## config.mk

```make
export PLATFORM = sky130hd
export DESIGN_NAME = fetch_sequence_checker_top
export DESIGN_NICKNAME = d
export VERILOG_FILES = /design/src/rtl/core/fsc_pkg.sv /design/src/rtl/core/fsc_engine.sv /design/src/rtl/core/fetch_sequence_checker_top.sv
export SDC_FILE = /design/constraint.sdc
export NUM_CORES = 1
export LEC_CHECK = 0
export BUFFER_PORTS_ARGS = -buffer_cell sky130_fd_sc_hd__buf_2
export CORE_MARGIN = 2
export CORE_UTILIZATION = 40
export CTS_BUF_LIST = sky130_fd_sc_hd__clkbuf_16
export DETAILED_ROUTE_END_ITERATION = 8
export PLACE_DENSITY_LB_ADDON = 0.08
export SLEW_MARGIN = 20
export SYNTH_ARGS = -nofsm -noshare
export SYNTH_HDL_FRONTEND = slang
export SYNTH_SLANG_ARGS = --single-unit
```

## constraint.sdc

```tcl
create_clock -name clk -period 4.5 [get_ports clk]
set_input_delay 0.675 -clock clk [delete_from_list [all_inputs] [get_ports clk]]
set_output_delay 0.675 -clock clk [all_outputs]
set_load 0.1 [all_outputs]
```

## src/rtl/core/fsc_pkg.sv

```systemverilog
// Shared types, constants and the expected fetch sequence for the fetch sequence checker.
`default_nettype none

package fsc_pkg;

	// Most reads a test may capture; a larger limit setting is clamped to this
	localparam int MAX_CAPTURE = 2048;
	// Default number of words in the expected fetch sequence
	localparam int SEQ_LENGTH_DEFAULT = 30;

	localparam int ADDR_W = 16;
	localparam int COUNT_W = 12;
	localparam int LIMIT_W = 12;
	// Widest sequence index the table function takes (up to 64 words)
	localparam int SEQ_IDX_W = 6;

	localparam logic [LIMIT_W-1:0] LIMIT_RESET = 12'd2048;

	// Register indexes on the configuration port
	localparam logic REG_CAPTURE_LIMIT = 1'b0;

	// Sequence layout: a short run of low addresses, then a block at a fixed base
	localparam int SEQ_LOW_WORDS = 8;
	localparam logic [ADDR_W-1:0] SEQ_HIGH_BASE = 16'h11cb;

	typedef enum logic [1:0] {
		PH_IDLE  = 2'd0,
		PH_ARMED = 2'd1,
		PH_HELD  = 2'd2
	} phase_t;

	// Result of one finished test
	typedef struct packed {
		logic               ended_full;
		logic [COUNT_W-1:0] reads_counted;
		logic               sequence_found;
	} fsc_result_t;

	// Expected address of sequence element i
	function automatic logic [ADDR_W-1:0] seq_word(input logic [SEQ_IDX_W-1:0] i);
		logic [ADDR_W-1:0] w;
		if (i < SEQ_IDX_W'(SEQ_LOW_WORDS)) begin
			w = ADDR_W'(i);
		end else begin
			w = SEQ_HIGH_BASE + ADDR_W'(i) - ADDR_W'(SEQ_LOW_WORDS);
		end
		return w;
	endfunction

endpackage

`default_nettype wire

```

## src/rtl/core/fsc_engine.sv

```systemverilog
// Test control, read counting and sequence matcher; one bus sample per transfer.
`default_nettype none

module fsc_engine #(
	parameter int SEQ_LENGTH = fsc_pkg::SEQ_LENGTH_DEFAULT
) (
	input  wire                             clk,
	input  wire                             arst_n,
	input  wire                             sample_valid,
	input  wire                             run_level,
	input  wire                             mem_request_n,
	input  wire                             read_n,
	input  wire  [fsc_pkg::ADDR_W-1:0]      bus_address,
	input  wire  [fsc_pkg::LIMIT_W-1:0]     capture_limit,
	output logic                            res_valid,
	output fsc_pkg::fsc_result_t            res
);

	localparam int PROG_W = (SEQ_LENGTH > 1) ? $clog2(SEQ_LENGTH) : 1;

	fsc_pkg::phase_t             phase_q, phase_d;
	logic                        last_run_q;
	logic [fsc_pkg::COUNT_W-1:0] count_q, count_d;
	logic [PROG_W-1:0]           prog_q, prog_d;
	logic                        found_q, found_d;

	logic                        active;
	logic                        start;
	logic                        held;
	logic [fsc_pkg::COUNT_W-1:0] count_base;
	logic [PROG_W-1:0]           prog_base;
	logic                        found_base;
	logic                        hit;
	logic [PROG_W:0]             prog_next;
	logic [fsc_pkg::COUNT_W-1:0] count_inc;
	logic [fsc_pkg::LIMIT_W-1:0] eff_limit;

	// Clamp the limit setting into 1..MAX_CAPTURE
	always_comb begin
		if (capture_limit == '0) begin
			eff_limit = fsc_pkg::LIMIT_W'(1);
		end else if (17'(capture_limit) > 17'(fsc_pkg::MAX_CAPTURE)) begin
			eff_limit = fsc_pkg::LIMIT_W'(fsc_pkg::MAX_CAPTURE);
		end else begin
			eff_limit = capture_limit;
		end
	end

	// A rising run level starts a fresh test; a test in progress keeps its state
	assign active     = (phase_q == fsc_pkg::PH_ARMED) || (phase_q == fsc_pkg::PH_HELD);
	assign start      = !active && run_level && !last_run_q;
	assign held       = !start && (phase_q == fsc_pkg::PH_HELD);
	assign count_base = start ? '0 : count_q;
	assign prog_base  = start ? '0 : prog_q;
	assign found_base = start ? 1'b0 : found_q;
	assign count_inc  = count_base + fsc_pkg::COUNT_W'(1);

	// Advance through the sequence or restart at its first word
	assign hit = (bus_address == fsc_pkg::seq_word(fsc_pkg::SEQ_IDX_W'(prog_base)));
	always_comb begin
		if (hit) begin
			prog_next = (PROG_W+1)'(prog_base) + (PROG_W+1)'(1);
		end else if (bus_address == fsc_pkg::seq_word('0)) begin
			prog_next = (PROG_W+1)'(1);
		end else begin
			prog_next = '0;
		end
	end

	// Next state and result for the accepted sample
	always_comb begin
		phase_d   = phase_q;
		count_d   = count_base;
		prog_d    = prog_base;
		found_d   = found_base;
		res_valid = 1'b0;
		res.sequence_found = found_base;
		res.reads_counted  = count_base;
		res.ended_full     = 1'b0;
		if (!active && !start) begin
			phase_d = fsc_pkg::PH_IDLE;
		end else if (!run_level) begin
			res_valid = 1'b1;
			phase_d   = fsc_pkg::PH_IDLE;
		end else if (held) begin
			if (mem_request_n) begin
				phase_d = fsc_pkg::PH_ARMED;
			end else begin
				phase_d = fsc_pkg::PH_HELD;
			end
		end else if (!mem_request_n && !read_n) begin
			count_d = count_inc;
			if (prog_next >= (PROG_W+1)'(SEQ_LENGTH)) begin
				found_d = 1'b1;
				prog_d  = '0;
			end else begin
				prog_d  = prog_next[PROG_W-1:0];
			end
			if (count_inc >= eff_limit) begin
				res_valid = 1'b1;
				res.sequence_found = found_d;
				res.reads_counted  = count_inc;
				res.ended_full     = 1'b1;
				phase_d = fsc_pkg::PH_IDLE;
			end else begin
				phase_d = fsc_pkg::PH_HELD;
			end
		end else begin
			phase_d = fsc_pkg::PH_ARMED;
		end
	end

	// Update test state once per accepted sample
	always_ff @(posedge clk or negedge arst_n) begin
		if (!arst_n) begin
			phase_q    <= fsc_pkg::PH_IDLE;
			last_run_q <= 1'b0;
			count_q    <= '0;
			prog_q     <= '0;
			found_q    <= 1'b0;
		end else if (sample_valid) begin
			phase_q    <= phase_d;
			last_run_q <= run_level;
			count_q    <= count_d;
			prog_q     <= prog_d;
			found_q    <= found_d;
		end
	end

endmodule

`default_nettype wire

```

## src/rtl/core/fetch_sequence_checker_top.sv

```systemverilog
// Top level of the fetch sequence checker: stream ports, register port and result buffer.
//
// Usage: each transfer on the s_ group is one bus sample (run level, memory request,
// read strobe, address). A test starts when the run level rises; every new memory
// read is counted and fed to a matcher that looks for the expected fetch sequence.
// When the run level falls, or the read count reaches capture_limit, one result
// transfer leaves on the m_ group with the found flag, the count and the full flag.
// Samples that end no test produce no result.
// A result from the ending sample is registered before it is shown on m_tvalid.
// Throughput: one sample per cycle while s_tready is high; the state update for a
// sample is one register stage. An output register plus a skid register let samples
// keep flowing while a result waits; s_tready drops only when both hold results.
// Reset: the test is idle, run level taken as low, capture_limit returns to 2048.
// The user writes capture_limit (APB-style port, address 0) only while idle; not enforced.
`default_nettype none

module fetch_sequence_checker_top #(
	parameter int SEQ_LENGTH = fsc_pkg::SEQ_LENGTH_DEFAULT
) (
	input  wire         clk,
	input  wire         arst_n,
	// sample stream
	input  wire         s_tvalid,
	output logic        s_tready,
	input  wire  [23:0] s_tdata,   // [0] run_level, [1] mem_request_n, [2] read_n,
	                               // [18:3] bus_address, [23:19] zero
	// result stream
	output logic        m_tvalid,
	input  wire         m_tready,
	output logic [15:0] m_tdata,   // [0] sequence_found, [12:1] reads_counted,
	                               // [13] ended_full, [15:14] zero
	// register port
	input  wire         psel,
	input  wire         penable,
	input  wire         pwrite,
	input  wire  [2:0]  paddr,
	input  wire  [31:0] pwdata,
	output logic [31:0] prdata,
	output logic        pready
);

	logic [fsc_pkg::LIMIT_W-1:0] limit_q;
	logic                        sample_valid;
	logic                        res_valid;
	fsc_pkg::fsc_result_t        res;
	logic                        out_valid_q;
	fsc_pkg::fsc_result_t        out_q;
	logic                        skid_valid_q;
	fsc_pkg::fsc_result_t        skid_q;

	// Register port: always ready, write on the access phase
	assign pready = 1'b1;
	always_ff @(posedge clk or negedge arst_n) begin
		if (!arst_n) begin
			limit_q <= fsc_pkg::LIMIT_RESET;
		end else if (psel && penable && pwrite && pready
		             && paddr[2] == fsc_pkg::REG_CAPTURE_LIMIT) begin
			limit_q <= pwdata[fsc_pkg::LIMIT_W-1:0];
		end
	end

	always_comb begin
		unique case (paddr[2])
			fsc_pkg::REG_CAPTURE_LIMIT: prdata = 32'(limit_q);
			default:                    prdata = '0;
		endcase
	end

	// Sample path
	assign s_tready     = !skid_valid_q;
	assign sample_valid = s_tvalid && s_tready;

	fsc_engine #(
		.SEQ_LENGTH(SEQ_LENGTH)
	) u_engine (
		.clk          (clk),
		.arst_n       (arst_n),
		.sample_valid (sample_valid),
		.run_level    (s_tdata[0]),
		.mem_request_n(s_tdata[1]),
		.read_n       (s_tdata[2]),
		.bus_address  (s_tdata[18:3]),
		.capture_limit(limit_q),
		.res_valid    (res_valid),
		.res          (res)
	);

	// Output register with skid: drain skid first, park a new result when stalled
	always_ff @(posedge clk or negedge arst_n) begin
		if (!arst_n) begin
			out_valid_q  <= 1'b0;
			skid_valid_q <= 1'b0;
		end else if (!out_valid_q || m_tready) begin
			out_valid_q  <= skid_valid_q || (sample_valid && res_valid);
			skid_valid_q <= 1'b0;
		end else if (sample_valid && res_valid) begin
			skid_valid_q <= 1'b1;
		end
	end

	always_ff @(posedge clk) begin
		if (!out_valid_q || m_tready) begin
			out_q <= skid_valid_q ? skid_q : res;
		end else if (sample_valid && res_valid) begin
			skid_q <= res;
		end
	end

	assign m_tvalid = out_valid_q;
	assign m_tdata  = {2'b00, out_q.ended_full, out_q.reads_counted, out_q.sequence_found};

endmodule

`default_nettype wire
```

Yosys cells after proc, flatten, opt, wreduce, memory -nomap -nowiden
Cells that the tools add are included.
- register bits after elaboration: 63
- latch bits: 0
- bits in writable memories: 0
- ROM bits: 0
- input bits: 66
- output and inout port bits: 51
- logic and storage cells: 93
- memories: 0
- add/subtract/negate cells: 4
- multipliers: 0
- div/mod/pow operators: 0
- magnitude comparators: 4
- eq/ne operators: 3
- shifts and indexed selects: 0
- multiplexer cells: 42
- bitwise gates (word level): 2
- reduce and logical (&&, ||, !) cells: 24
- operators by type and width (operator ; count):
    2-to-1 mux 12 bit ; 8
    2-to-1 mux 14 bit ; 6
    2-to-1 mux 5 bit ; 6
    == test 16 bit ; 1
    zero test 16 bit ; 1
    2-to-1 mux 16 bit ; 1
    subtractor 16 x 4 -> 16 bit, second input constant ; 1
    adder 13 x 5 -> 14 bit, first input constant ; 1
    2-to-1 mux 1 bit ; 14
    adder 12 x 1 -> 12 bit, second input constant ; 1
    >= comparator 12 bit ; 1
    greater-than comparator 12 bit, second input constant ; 1
    zero test 12 bit ; 1
    2-to-1 mux 2 bit ; 6
    logical AND 1 bit ; 10
    zero test 1 bit ; 7
    adder 5 x 1 -> 6 bit, second input constant ; 1
    >= comparator 6 x 5 -> 1 bit, second input constant ; 1
    2-to-1 mux 6 bit ; 1
    less-than comparator 5 x 4 -> 1 bit, second input constant ; 1
    logical OR 1 bit ; 3
    == test 2 x 1 -> 1 bit, second input constant ; 1
    == test 2 bit, second input constant ; 1
    inverter 1 bit ; 2
    other kinds (2) ; 2

Longest topological paths before layout
- depth after elaboration: 19
- gate-level depth with buffers: 22
- depth with buffers taken out: 18

By module
Synthesis repeated with hierarchy kept, for this count alone.
- cells, all modules: 408
- area total of the unflattened synthesis: 4209.0 um^2
- by module, submodules not included (module ; times used ; cells each ; area each (um^2) ; sequential area each (um^2)):
    fsc_engine ; 1 ; 291 ; 2338.5 ; 525.5
    fetch_sequence_checker_top ; 1 ; 117 ; 1870.5 ; 1192.4

Least setup slack after synthesis
No wires, ideal clock.
- kind: input to register
- from: input port s_tdata[0]
- to: register skid_q[0] (netlist name) (enable)
- library setup time: 384 ps
- arrival: 4279 ps
- data required time: 4116 ps
- path slack: -163 ps
- stages: 18
- buffers on the path: 3
- cells stage by stage: buf_6 > nand3b_2 > buf_2 > and2_1 > ha_1 > and3_1 > and3_1 > buf_2 > nand2_1 > or2_2 > xor2_1 > nor2_1 > ha_1 > nand4_1 > o31a_1 > o41ai_1 > nand2_1 > nor2_1
- cells in the longest elaborated chain, start to end: 12
- elaborated cells on any way between the ends: 15
- those cells by class: add/sub (1); order compare (1); mux (6); reduce/logical (7)
- ends and longest elaborated chain (what ; line ; source):
    from (decl) ; fetch_sequence_checker_top.sv:25 ; input wire [23:0] s_tdata,
    logical AND 1 bit (2 in series) ; fsc_engine.sv:51 ; assign start = !active && run_level && !last_run_q;
    2-to-1 mux 12 bit ; fsc_engine.sv:53 ; assign count_base = start ? '0 : count_q;
    adder 12 x 1 -> 12 bit ; fsc_engine.sv:56 ; assign count_inc = count_base + fsc_pkg::COUNT_W'(1);
    >= comparator 12 bit ; fsc_engine.sv:99 ; if (count_inc >= eff_limit) begin
    2-to-1 mux 1 bit ; fsc_engine.sv:99 ;
    2-to-1 mux 1 bit ; fsc_engine.sv:91 ; end else if (!mem_request_n && !read_n) begin
    2-to-1 mux 1 bit ; fsc_engine.sv:85 ; end else if (held) begin
    2-to-1 mux 1 bit ; fsc_engine.sv:82 ; end else if (!run_level) begin
    2-to-1 mux 1 bit * ; fsc_engine.sv:80 ; if (!active && !start) begin
    logical AND 1 bit * ; fetch_sequence_checker_top.sv:104 ; end else if (sample_valid && res_valid) begin
    AND reduction 2 bit (no line) * ; - ;
    to (signal assigned) ; fetch_sequence_checker_top.sv:105 ; skid_q <= res;
    to (decl) ; fetch_sequence_checker_top.sv:49 ; fsc_pkg::fsc_result_t skid_q;
Every way passes the cells marked *; elsewhere a longest branch is shown, timed or not.
A chain may end at the register's enable or synchronous reset.

==> metrics.txt <==
post-synthesis average cell area=9.74 sq um; vias in the first global route=3226; Ys Warns=0; Clock Tree Root=clkbuf_16; HP Class=input port to async pin; CTS Hold Bufs=0; CTS Sinks=63; routed len/inst=15.1 um; Area contributors post-synth=dfrtp_1 (20%), edfxtp_1 (20%), mux2_2 (5.4%); Worst slew margin=45.6%; drt first pass iters=4; critical-path cell list=ha_1 -> nand3b_2 -> and2_1 -> ha_1 -> and3_1 -> and3_2 -> nand2_1 -> or2_2 -> xor2_1 -> nor2_1 -> ha_1 -> a21o_1 -> a21oi_2 -> a2bb2oi_1 -> buf_4 -> buf_4 -> nand2_1 -> a31oi_1 -> mux2_2; Worst VDD drop=221 uV; Final period util=93.3%; Clock Latency Late Sink=0.33 ns; antenna violations before repair=0; cell taking the most area after synthesis=dfrtp_1; Syn Inst Count=428; Slowest Stage Delay on Critical Path=0.39 ns; reg2reg path depth=19; worst clock skew=0.00966 ns; CORE AREA=10200 sq um; Pwr Density=420 nW/um^2; Boundary Pins=117; Starting Density=40.7%; status=complete, no violations; ys flop type=dfrtp_1; Total Routed Length=9510 um; most numerous cell on the critical path=ha_1; Slew Viols, Final=0; Setup crit end=m_tdata[8]; layout cells sized above 1=27.8%; # diodes=0; Critical Path AT=4.39 ns; DRC viols=0; Post-Syn Area=4170 sq um; Leak=2.13 nW; post-DP HPWL=6980 um; Power Total=2.05 mW; Fin. Hold Viols=0; Setup crit start kind=flip-flop; crit end category=flip-flop; Worst path slowest cell=dfrtp_1; Synth cell types=64; EDFF count, synth=28; worst reg2reg path startpoint=u_engine.phase_q[1]; post-synthesis sequential area ratio=41.2%; via count=3249; share of the synthesized area in the top cell type=20.4%; RR Endpoint=m_tdata[8]; DRT iter0 DRCs=125; Routed Antenna Nets=0; post-synthesis sequential element count=63; Worst R2R Setup Slack=0.30 ns; Rows=37; Finished Core Util=47.6%; Reg clk slew, reported paths=0.06 ns; Total Routing Usage GR=18.1%; Top Family by Delay on Critical Path=simple AND/OR/NAND/NOR gates; Async S/R FF share, synth=55.6%; NumNets Final=572; Critical path buffers and inverters=2; Num CTS Buffers=9; die span in x=106 um; Max-Cap Viols=0; PortBufs=66; Die H=106 um; worst setup path category=flip-flop to flip-flop; Tightest Pin Transition=0.816 ns; htree depth=3; CTS tree=done; total congestion overflow=0; via/cell ratio=5.14; routability congestion estimate=0.791; Setup-failing EPs final=0; CP Max Fanout=7; f_max=0.238 GHz; Worst Path Required=4.69 ns; Layout area overhead=16.9%; first-pass GRT wire length=16200 um; Die ar.=11300 sq um; Worst path depth=19; Bufs on Longest Clock Path=2; Crit. Startpoint=u_engine.phase_q[1]; count leader, synth=nand2_1; post-layout min period=4.20 ns; largest net degree at the start of global routing=36; Commonest cells post-synth=nand2_1 (47), nor2_1 (37), dfrtp_1 (34), edfxtp_1 (28), buf_4 (24)
==> cell type report <==
class / instances / area (sq um)
timing repair buffer: 79 / 440
sequential: 63 / 1720
fill: 1017 / 5360
multi-input combinational: 331 / 2220
tap: 136 / 170
clock inverter: 7 / 72.6
clock buffer: 9 / 225
inverter: 7 / 26.3
==> kinds of logic (layout without fill, tap and decap cells) <==
group / Yosys count / after routing / synth area share, %
xor gates and xnor gates: 18 / 18 / 3.78
other: 2 / 23 / 0.180
adders and majority gates: 16 / 16 / 4.74
buffers and inverters: 55 / 102 / 8.17
DFF: 63 / 63 / 41.2
muxes: 23 / 23 / 6.12
and+or+nand+nor: 167 / 167 / 21.5
AOI/OAI and AO/OA: 84 / 84 / 14.3
==> flip-flops by register name, indices dropped and copies added, names as in the netlist <==
register and count:
m_tdata 14, skid_q 14, limit_q 12, u_engine.count_q 12
u_engine.prog_q 5, u_engine.phase_q 2, m_tvalid 1, skid_valid_q 1
u_engine.found_q 1, u_engine.last_run_q 1
==> what timing repair did <==
action,4_1_cts,5_1_grt
gates resized for setup,0,5
setup endpoints to repair,0,24
setup buffers,0,0
==> worst min-delay path by stage <==
stage                     endpoint  cells after the start
6_report       u_engine.count_q[2]                      1
5_1_grt        u_engine.count_q[2]                      1
4_1_cts        u_engine.count_q[3]                      1
3_5_place_dp   u_engine.phase_q[1]                      2
3_3_place_gp   u_engine.phase_q[1]                      2
2_1_floorplan           limit_q[0]                      0
==> worst reg2reg max path, cell delays in order, from the launching register on <==
cell and delay, ns:
dfrtp_1 0.39, ha_1 0.31, nand3b_2 0.14, and2_1 0.17, ha_1 0.17, and3_1 0.21, and3_2 0.24, nand2_1 0.06
or2_2 0.31, xor2_1 0.15, nor2_1 0.18, ha_1 0.28, a21o_1 0.18, a21oi_2 0.19, a2bb2oi_1 0.18, buf_4 0.17
buf_4 0.17, nand2_1 0.09, a31oi_1 0.27, mux2_2 0.20
==> layer usage <==
| metal | global-route usage (%) | vias up | part of all wire (%) | wire (um) |
|---|---|---|---|---|
| met2 | 29.3 | 86 | 46 | 4410 |
| met3 | 3.00 | 10 | 4.7 | 447 |
| met1 | 24.9 | 1525 | 48 | 4550 |
| li1 | - | 1628 | - | - |
| met5 | 0 | - | 0 | 0 |
| met4 | 5.55 | 0 | 1.1 | 106 |
==> cell usage in the layout, fill, tap and decap left out, types with 3 or more instances in the layout <==
master	count
inv_1	7
a22o_1	9
xnor2_1	9
nand4b_1	4
and4_1	3
conb_1	23
xor2_1	8
o31ai_1	7
nor2b_1	15
nor3_1	7
and2_1	6
o211ai_1	3
clkbuf_16	9
mux2i_1	3
buf_4	12
and3_1	4
mux2_2	20
dfrtp_1	34
nand3b_1	3
nor4_1	5
o21ai_0	15
buf_2	66
nor2_1	36
o21ai_1	4
o21a_1	4
a21o_1	4
ha_1	15
nand2b_1	5
nand2_1	47
a31oi_1	9
edfxtp_1	28
nand3_1	14
a21oi_1	9
o31a_1	3
==> stage by stage <==
step	hold WS (ns)	TNS, ns	std cells	instance area (sq um)	setup slack, ns
after floorplan	0.379	0	449	4250	0.0403
after global placement	0.477	0	616	4550	0.181
after detailed placement	0.478	0	616	4550	0.155
after CTS	0.480	0	632	4840	0.214
after global routing	0.514	-0.00628	632	4870	-0.00628
final	0.445	0	632	4870	0.302
==> report_power, final <==
part / switching, mW / internal (mW) / total [mW]
sequential: 0.0370 / 0.660 / 0.697
clock: 0.264 / 0.429 / 0.693
combinational: 0.510 / 0.146 / 0.656
(Power assumes the default switching activity.)
